### src/qph_pkg.sv
// qph_pkg: shared types and codes for the quadratic probe hash table
// request and response payloads, table entry layout, request and status codes
// no dependencies
`timescale 1ns / 1ps
`default_nettype none

package qph_pkg;

  typedef enum logic [1:0] {
    REQ_INSERT = 2'd0,
    REQ_SEARCH = 2'd1,
    REQ_DELETE = 2'd2
  } req_type_t;

  typedef enum logic [2:0] {
    ST_INSERTED     = 3'd0,
    ST_FULL         = 3'd1,
    ST_FOUND        = 3'd2,
    ST_NOT_FOUND    = 3'd3,
    ST_DELETED      = 3'd4,
    ST_NONE_DELETED = 3'd5,
    ST_ZERO_KEY     = 3'd6
  } status_t;

  typedef struct packed {
    logic [1:0]  req_type;
    logic [15:0] key;
    logic [15:0] rec_id;
    logic [3:0]  rec_month;
    logic [11:0] rec_year;
    logic [7:0]  rec_score;
  } req_t;

  typedef struct packed {
    logic [2:0]  status;
    logic [3:0]  slot;
    logic [4:0]  deleted_count;
    logic [15:0] out_id;
    logic [3:0]  out_month;
    logic [11:0] out_year;
    logic [7:0]  out_score;
  } rsp_t;

  typedef struct packed {
    logic [15:0] key;
    logic [15:0] id;
    logic [3:0]  month;
    logic [11:0] year;
    logic [7:0]  score;
  } entry_t;

endpackage

`default_nettype wire

### src/qph_home.sv
// qph_home: home slot of a key, key mod SLOTS
// two constant byte tables and one add with a single wrap correction
// depends on nothing outside this file
`timescale 1ns / 1ps
`default_nettype none

module qph_home #(
  parameter int SLOTS = 16
) (
  input  wire logic [15:0]                key,
  output logic      [$clog2(SLOTS)-1:0]  home
);

  localparam int IDX_W = $clog2(SLOTS);
  localparam logic [IDX_W:0] SLOTS_X = (IDX_W+1)'(SLOTS);

  logic [IDX_W-1:0] lo_tab [256];
  logic [IDX_W-1:0] hi_tab [256];
  logic [IDX_W:0]   sum;

  // residues of the low byte and of the high byte weighted by 256
  for (genvar j = 0; j < 256; j++) begin : g_tab
    assign lo_tab[j] = IDX_W'(j % SLOTS);
    assign hi_tab[j] = IDX_W'((j * 256) % SLOTS);
  end

  assign sum  = {1'b0, lo_tab[key[7:0]]} + {1'b0, hi_tab[key[15:8]]};
  assign home = (sum >= SLOTS_X) ? IDX_W'(sum - SLOTS_X) : IDX_W'(sum);

endmodule

`default_nettype wire

### src/qph_table.sv
// qph_table: slot memory with registered read and per-slot valid bits
// an invalid slot reads as an all-zero entry, so a zero key means empty
// depends on qph_pkg
`timescale 1ns / 1ps
`default_nettype none

module qph_table #(
  parameter int SLOTS = 16
) (
  input  wire logic                      clk,
  input  wire logic                      rst,
  input  wire logic                      rd_en,
  input  wire logic [$clog2(SLOTS)-1:0]  rd_addr,
  output qph_pkg::entry_t                rd_entry,
  input  wire logic                      wr_en,
  input  wire logic [$clog2(SLOTS)-1:0]  wr_addr,
  input  qph_pkg::entry_t                wr_entry,
  input  wire logic                      clr_en,
  input  wire logic [$clog2(SLOTS)-1:0]  clr_addr
);

  qph_pkg::entry_t mem [SLOTS];
  qph_pkg::entry_t rd_q;
  logic [SLOTS-1:0] valid;
  logic             rd_valid;

  always_ff @(posedge clk) begin
    if (wr_en) begin
      mem[wr_addr] <= wr_entry;
    end
    if (rd_en) begin
      rd_q <= mem[rd_addr];
    end
  end

  always_ff @(posedge clk) begin
    if (rst) begin
      valid    <= '0;
      rd_valid <= 1'b0;
    end else begin
      if (wr_en) begin
        valid[wr_addr] <= 1'b1;
      end
      if (clr_en) begin
        valid[clr_addr] <= 1'b0;
      end
      if (rd_en) begin
        rd_valid <= valid[rd_addr];
      end
    end
  end

  assign rd_entry = rd_valid ? rd_q : '0;

endmodule

`default_nettype wire

### src/quadratic_probe_hash_table.sv
// quadratic_probe_hash_table: open-addressing hash table with quadratic probing
//
// req channel (req_valid/req_ready/req) takes one transaction at a time:
// insert, search or delete by a nonzero key. rsp channel (rsp_valid/rsp_ready/rsp)
// returns exactly one response per request, in order.
// insert and search walk the probe path (home + i*i) mod SLOTS, one slot
// memory read per cycle; insert stops at the first empty slot, search at the
// first matching slot, both at the end of the path. delete reads every slot
// once, in order, and clears each match. a zero key or unused request type
// answers without reading the slot memory.
// req_ready is high whenever no request is in progress; the response sits in
// an output register, so a new request is taken while rsp waits on rsp_ready.
// a stalled receiver only delays the end of the following request.
// reset empties the table at once (per-slot valid bits) and drops any response.
// depends on qph_pkg, qph_home, qph_table
`timescale 1ns / 1ps
`default_nettype none

module quadratic_probe_hash_table #(
  parameter int SLOTS = 16
) (
  input  wire logic      clk,
  input  wire logic      rst,
  input  wire logic      req_valid,
  output logic           req_ready,
  input  qph_pkg::req_t  req,
  output logic           rsp_valid,
  input  wire logic      rsp_ready,
  output qph_pkg::rsp_t  rsp
);

  localparam int IDX_W = $clog2(SLOTS);
  localparam int CNT_W = $clog2(SLOTS + 1);
  localparam logic [IDX_W:0]   SLOTS_X = (IDX_W+1)'(SLOTS);
  localparam logic [IDX_W-1:0] LAST    = IDX_W'(SLOTS - 1);

  typedef enum logic [2:0] {
    S_IDLE   = 3'b001,
    S_PROBE  = 3'b010,
    S_RESULT = 3'b100
  } state_t;

  state_t state, state_next;

  qph_pkg::req_type_t op;
  logic [15:0]       key_q;
  qph_pkg::entry_t   entry_q;
  logic [IDX_W-1:0]  addr;
  logic [IDX_W-1:0]  step;
  logic [IDX_W-1:0]  cnt;
  logic              issuing;
  logic              chk_vld;
  logic [IDX_W-1:0]  chk_addr;
  logic              chk_last;
  logic [CNT_W-1:0]  del_cnt;
  qph_pkg::rsp_t     res_q;
  qph_pkg::rsp_t     res_next;
  qph_pkg::rsp_t     imm_res;

  logic [IDX_W-1:0]  home;
  logic [IDX_W:0]    sum_a;
  logic [IDX_W:0]    sum_d;
  logic [IDX_W-1:0]  addr_next;
  logic [IDX_W-1:0]  step_next;
  logic [CNT_W-1:0]  del_total;

  logic              req_fire;
  logic              req_known;
  logic              immediate;
  logic              rd_en;
  logic [IDX_W-1:0]  rd_addr;
  qph_pkg::entry_t   rd_entry;
  logic              key_eq;
  logic              ins_hit;
  logic              srch_hit;
  logic              del_hit;
  logic              probe_end;
  logic              out_free;

  qph_home #(.SLOTS(SLOTS)) u_home (
    .key  (req.key),
    .home (home)
  );

  qph_table #(.SLOTS(SLOTS)) u_table (
    .clk      (clk),
    .rst      (rst),
    .rd_en    (rd_en),
    .rd_addr  (rd_addr),
    .rd_entry (rd_entry),
    .wr_en    (ins_hit),
    .wr_addr  (chk_addr),
    .wr_entry (entry_q),
    .clr_en   (del_hit),
    .clr_addr (chk_addr)
  );

  assign req_ready = (state == S_IDLE);
  assign req_fire  = req_valid && req_ready;
  assign req_known = req.req_type inside {qph_pkg::REQ_INSERT, qph_pkg::REQ_SEARCH,
                                          qph_pkg::REQ_DELETE};
  assign immediate = !req_known || (req.key == '0);
  assign out_free  = !rsp_valid || rsp_ready;

  // next probe offset: addr += 2i+1, both kept mod SLOTS
  assign sum_a     = {1'b0, addr} + {1'b0, step};
  assign addr_next = (sum_a >= SLOTS_X) ? IDX_W'(sum_a - SLOTS_X) : IDX_W'(sum_a);
  assign sum_d     = {1'b0, step} + (IDX_W+1)'(2);
  assign step_next = (sum_d >= SLOTS_X) ? IDX_W'(sum_d - SLOTS_X) : IDX_W'(sum_d);

  assign rd_en   = (state == S_PROBE) && issuing;
  assign rd_addr = (op == qph_pkg::REQ_DELETE) ? cnt : addr;

  assign key_eq    = (rd_entry.key == key_q);
  assign ins_hit   = chk_vld && (op == qph_pkg::REQ_INSERT) && (rd_entry.key == '0);
  assign srch_hit  = chk_vld && (op == qph_pkg::REQ_SEARCH) && key_eq;
  assign del_hit   = chk_vld && (op == qph_pkg::REQ_DELETE) && key_eq;
  assign probe_end = ins_hit || srch_hit || (chk_vld && chk_last);
  assign del_total = del_cnt + CNT_W'(del_hit);

  always_comb begin
    imm_res        = '0;
    imm_res.status = req_known ? qph_pkg::ST_ZERO_KEY : qph_pkg::ST_NOT_FOUND;
  end

  always_comb begin
    res_next = '0;
    case (op)
      qph_pkg::REQ_INSERT: begin
        if (ins_hit) begin
          res_next.status = qph_pkg::ST_INSERTED;
          res_next.slot   = 4'(chk_addr);
        end else begin
          res_next.status = qph_pkg::ST_FULL;
        end
      end
      qph_pkg::REQ_SEARCH: begin
        if (srch_hit) begin
          res_next.status    = qph_pkg::ST_FOUND;
          res_next.slot      = 4'(chk_addr);
          res_next.out_id    = rd_entry.id;
          res_next.out_month = rd_entry.month;
          res_next.out_year  = rd_entry.year;
          res_next.out_score = rd_entry.score;
        end else begin
          res_next.status = qph_pkg::ST_NOT_FOUND;
        end
      end
      qph_pkg::REQ_DELETE: begin
        res_next.status        = (del_total != '0) ? qph_pkg::ST_DELETED
                                                   : qph_pkg::ST_NONE_DELETED;
        res_next.deleted_count = 5'(del_total);
      end
      default: begin
        res_next.status = qph_pkg::ST_NOT_FOUND;
      end
    endcase
  end

  always_comb begin
    state_next = state;
    case (state)
      S_IDLE: begin
        if (req_fire) begin
          state_next = immediate ? S_RESULT : S_PROBE;
        end
      end
      S_PROBE: begin
        if (probe_end) begin
          state_next = S_RESULT;
        end
      end
      S_RESULT: begin
        if (out_free) begin
          state_next = S_IDLE;
        end
      end
      default: begin
        state_next = S_IDLE;
      end
    endcase
  end

  // control state
  always_ff @(posedge clk) begin
    if (rst) begin
      state     <= S_IDLE;
      issuing   <= 1'b0;
      chk_vld   <= 1'b0;
      rsp_valid <= 1'b0;
    end else begin
      state <= state_next;
      if (state == S_IDLE) begin
        issuing <= req_fire && !immediate;
        chk_vld <= 1'b0;
      end else if (probe_end) begin
        issuing <= 1'b0;
        chk_vld <= 1'b0;
      end else begin
        chk_vld <= rd_en;
        if (rd_en && (cnt == LAST)) begin
          issuing <= 1'b0;
        end
      end
      if (state == S_RESULT && out_free) begin
        rsp_valid <= 1'b1;
      end else if (rsp_ready) begin
        rsp_valid <= 1'b0;
      end
    end
  end

  // request context, probe walk and result payload
  always_ff @(posedge clk) begin
    if (req_fire) begin
      op            <= qph_pkg::req_type_t'(req.req_type);
      key_q         <= req.key;
      entry_q.key   <= req.key;
      entry_q.id    <= req.rec_id;
      entry_q.month <= req.rec_month;
      entry_q.year  <= req.rec_year;
      entry_q.score <= req.rec_score;
      addr          <= home;
      step          <= IDX_W'(1);
      cnt           <= '0;
      del_cnt       <= '0;
      res_q         <= imm_res;
    end else if (state == S_PROBE) begin
      if (rd_en) begin
        chk_addr <= rd_addr;
        chk_last <= (cnt == LAST);
        cnt      <= cnt + IDX_W'(1);
        addr     <= addr_next;
        step     <= step_next;
      end
      if (del_hit) begin
        del_cnt <= del_total;
      end
      if (probe_end) begin
        res_q <= res_next;
      end
    end
    if (state == S_RESULT && out_free) begin
      rsp <= res_q;
    end
  end

  a_zero_key: assert property (@(posedge clk) disable iff (rst)
    (req_fire && req.key == '0 && req_known) |=>
      (state == S_RESULT && res_q.status == qph_pkg::ST_ZERO_KEY))
    else $error("zero key request did not answer zero key rejected");

  a_ins_empty: assert property (@(posedge clk) disable iff (rst)
    ins_hit |-> (rd_entry.key == '0 && state == S_PROBE))
    else $error("insert wrote a slot that was not empty");

  a_del_match: assert property (@(posedge clk) disable iff (rst)
    del_hit |-> (rd_entry.key == key_q && key_q != '0))
    else $error("delete cleared a slot holding another key");

  a_rsp_src: assert property (@(posedge clk) disable iff (rst)
    $rose(rsp_valid) |-> $past(state == S_RESULT))
    else $error("response raised outside the result state");

endmodule

`default_nettype wire
### config.mk
export PLATFORM = sky130hd
export DESIGN_NAME = quadratic_probe_hash_table
export DESIGN_NICKNAME = d
export VERILOG_FILES = /design/src/qph_pkg.sv /design/src/qph_home.sv /design/src/qph_table.sv /design/src/quadratic_probe_hash_table.sv
export SDC_FILE = /design/constraint.sdc
export NUM_CORES = 1
export LEC_CHECK = 0
export BUFFER_PORTS_ARGS = -buffer_cell sky130_fd_sc_hd__buf_2
export CAP_MARGIN = 5
export CORE_ASPECT_RATIO = 1.75
export CORE_MARGIN = 2
export CORE_UTILIZATION = 50
export DETAILED_ROUTE_END_ITERATION = 8
export GPL_TIMING_DRIVEN = 0
export PLACE_DENSITY = 0.69
export SYNTH_ARGS = -nofsm -noshare
export SYNTH_HDL_FRONTEND = slang
export SYNTH_HIERARCHICAL = 1
export SYNTH_SLANG_ARGS = --single-unit
### constraint.sdc
create_clock -name clk -period 7.73 [get_ports clk]
set_input_delay 1.1595 -clock clk [delete_from_list [all_inputs] [get_ports clk]]
set_output_delay 1.1595 -clock clk [all_outputs]
set_load 0.05 [all_outputs]
==> results_dict.tcl <==
set metrics [dict create \
    syn_area_sq_mm 0.0434 \
    seq_area_frac_synth_pct 78.2 \
    grt_pass1_wl_mm 150 \
    post-route-period-util_pct 67.4 \
    power_density_mw_per_mm2 258 \
    min_path_type "register to register" \
    ant_nets 0 \
    root_buffer "clkbuf_16" \
    clkLatencyLatePin_ns 0.70 \
    synthDistinctLibCells 55 \
    dp_hpwl_mm 70.1 \
    worst_ep_required_time_ns 8.12 \
    final_cells 3558 \
    ctsHoldBuffers 0 \
    fin_worst_skew_ns 0.0272 \
    worstSetupPathType "register to register" \
    cp-start-kind "register" \
    worstHoldEndpoint "rsp[49]" \
    async_flop_share_pct 0 \
    cts_buffer_depth 3 \
    finalHoldViolations 0 \
    gp_congestion 0.951 \
    dp.cells 3370 \
    arrival_ns 5.60 \
    diodes 0 \
    regArea_sq_mm 0.0339 \
    fillCellCount 6116 \
    synth_fp_nets 2055 \
    drc 0 \
    grt_setup_unrepaired "false" \
    cts.sinks 1158 \
    worstPathMaxFanout 10 \
    die_y_microns 394 \
    cts_tree "yes" \
    reg2reg_slack_ns 2.52 \
    nNetsFinal 2380 \
    antenna_found_initial 2 \
    fmax_mhz 192 \
    fin_crit_ns 5.21 \
    synth_edf_count 1074 \
    holdPathStages 0 \
    die_area_sq_mm 0.0893 \
    gr-usage-all-layers_pct 23.8 \
    htree_num_levels 3 \
    p_leak_nw 16.2 \
    die_w_microns 227 \
    path_clk_slew_ns 0.07 \
    utilization_pct 58.0 \
    synth.avg_cell_area_sq_um 21.9 \
    ir_drop_mv 0.170 \
    drive_gt1_share_pct 30.0 \
    syn_inst 1986 \
    post_cts_buffers 0 \
    core.rowCount 143 \
    max_cap_viol_count 0 \
    grt_max_degree 44 \
    core_area_sq_mm 0.0864 \
    finalSetupViolations 0 \
    relSlewSlack_pct 25.6 \
    ys.flop_type "edfxtp_1" \
    area_growth_syn_to_layout_pct 15.5 \
    synth_seq_cells 1158 \
    post_cts_resized 0 \
    endpoint_kind "register" \
    reg2reg_depth 11 \
    hold_start "res_q[49]" \
    reg2reg_from "u_table/rd_valid" \
    io_pins 116 \
    status "complete, no violations" \
    cts_buffers 99 \
    start_util_pct 50.2 \
    routed_via_density 6.07 \
    yosys_warnings 6 \
    slew_violations 0 \
    reg2reg_to "u_table/mem[4][26]" \
    wl_mm 104 \
    tightest_slew_ns 1.12 \
    first_pass_iters 6 \
    overflow 0 \
    grt_pass1_vias 22300 \
    routedWlPerCell_microns 29.3 \
    multi_input_area_sq_mm 0.00898 \
    io_buffer_count 115 \
    vias 21600 \
    drt_iter0_markers 2333 \
]
cells by family (layout without fill, tap and decap cells):
group / count (synthesis) / count (layout) / synth area share [%]
AOI/OAI and AO/OA: 69 / 69 / 1.08
and+or+nand+nor: 327 / 327 / 3.92
buffers and inverters: 114 / 526 / 1.36
xor gates and xnor gates: 25 / 25 / 0.505
DFF: 1158 / 1158 / 78.2
muxes: 286 / 286 / 14.7
adders and majority gates: 7 / 7 / 0.219
metal layers:
layer | vias to the layer above | track usage (%) | share of wire (%)
met1 | 11400 | 30.1 | 36
met2 | 1101 | 41.4 | 53
met5 | - | 0 | 0.013
li1 | 8851 | - | -
met4 | 2 | 8.63 | 3.5
met3 | 218 | 4.08 | 7.4
power by group:
part | internal (mW) | leakage [nW] | switching (mW) | total, mW
clock | 2.73 | 1.56 | 2.23 | 4.95
combinational | 0.459 | 4.25 | 0.490 | 0.949
sequential | 6.93 | 10.4 | 0.102 | 7.04
total | 10.1 | 16.2 | 2.82 | 12.9
registers in the layout (all words and copies together), names as in the netlist, 2 cells and up:
register       flops
cnt                4
del_cnt            5
u_table/rd_q      56
rsp               52
step               3
u_table/mem      896
op                 2
entry_q           56
chk_addr           4
u_table/valid     16
state              3
addr               4
res_q             52
worst max-delay path: stages (launching register included):
cell and delay, ns:
dfxtp_1 0.36, clkbuf_1 0.38, clkbuf_1 0.33, and2_1 0.22, nor4_1 0.71, nand4_1 0.24
nor2_1 0.63, nand2b_1 0.41, nor3_2 0.87, buf_6 0.29, buf_4 0.24, buf_6 0.20
worst max-delay path by stage:
stage | from | end | slack (ns) | cells after the start
floorplan | u_table/rd_valid | u_table/mem[8][0] | -0.09 | 8
global placement | u_table/rd_valid | u_table/mem[0][25] | -8.90 | 8
detailed placement | u_table/rd_valid | u_table/mem[4][26] | 2.79 | 11
CTS | u_table/rd_valid | u_table/mem[4][28] | 2.72 | 11
global route | u_table/rd_valid | u_table/mem[4][26] | 2.49 | 11
finish | u_table/rd_valid | u_table/mem[4][26] | 2.52 | 11
final cells by class:
cell class | instances | share of cell area [%]
Sequential cell | 1158 | 67.7
Multi-Input combinational cell | 714 | 17.9
Clock buffer | 125 | 5.24
Timing Repair Buffer | 224 | 3.88
Tap cell | 1160 | 2.90
Clock inverter | 63 | 1.16
Buffer | 101 | 1.09
Inverter | 13 | 0.102
stage by stage:
stage / worst slack (ns) / instance area (sq um) / hold slack [ns] / setup TNS (ns) / total power [mW]
floorplan: -0.0882 / 43400 / 0.400 / -9.77 / 7.80
global placement: -8.90 / 45400 / 0.405 / -3781.70 / 8.11
CTS: 2.72 / 50100 / 0.419 / 0 / 13.0
finish: 2.52 / 50100 / 0.420 / 0 / 12.9
global route: 2.49 / 50100 / 0.430 / 0 / 13.3
detailed placement: 2.79 / 46900 / 0.406 / 0 / 8.13
cells in the final DEF (no fill, tap or decap), types with 20 or more instances in the layout:
cell type and instances:
edfxtp_1 1074, mux4_2 282, buf_2 136, clkbuf_16 100, nand3_1 96, dfxtp_1 84, buf_6 79, nand2_1 72
clkbuf_1 61, and2_1 56, nor2_1 31, buf_4 26, clkinv_1 23, buf_1 20
synth_stat cells (2+ instances only):
cell	n	area, sq um
ha_1	6	75.1
clkbuf_1	40	150
nor3b_2	2	25.0
buf_1	20	75.1
nand2_1	72	270
and3_1	6	37.5
buf_4	4	30.0
edfxtp_1	1074	32300
and2_1	56	350
nor2b_1	5	31.3
buf_2	21	105
or3_1	4	25.0
o21ai_0	13	65.1
o31ai_1	3	22.5
nor3_1	13	65.1
a211oi_1	11	82.6
nor3b_1	2	15.0
a221oi_1	2	17.5
a21oi_1	17	85.1
xor2_1	7	61.3
mux4_2	282	6350
dfxtp_1	84	1680
o21a_1	6	45.0
nor4_1	11	68.8
nand4_1	6	37.5
and3b_1	2	17.5
nand3_1	96	480
nor2_1	36	135
mux2i_1	4	40.0
nand2b_1	5	31.3
nand3b_1	3	22.5
xnor2_1	18	158
buf_6	16	180
inv_1	13	48.8
a22o_1	6	52.6
Note: power is estimated with default switching activity, not from simulation.
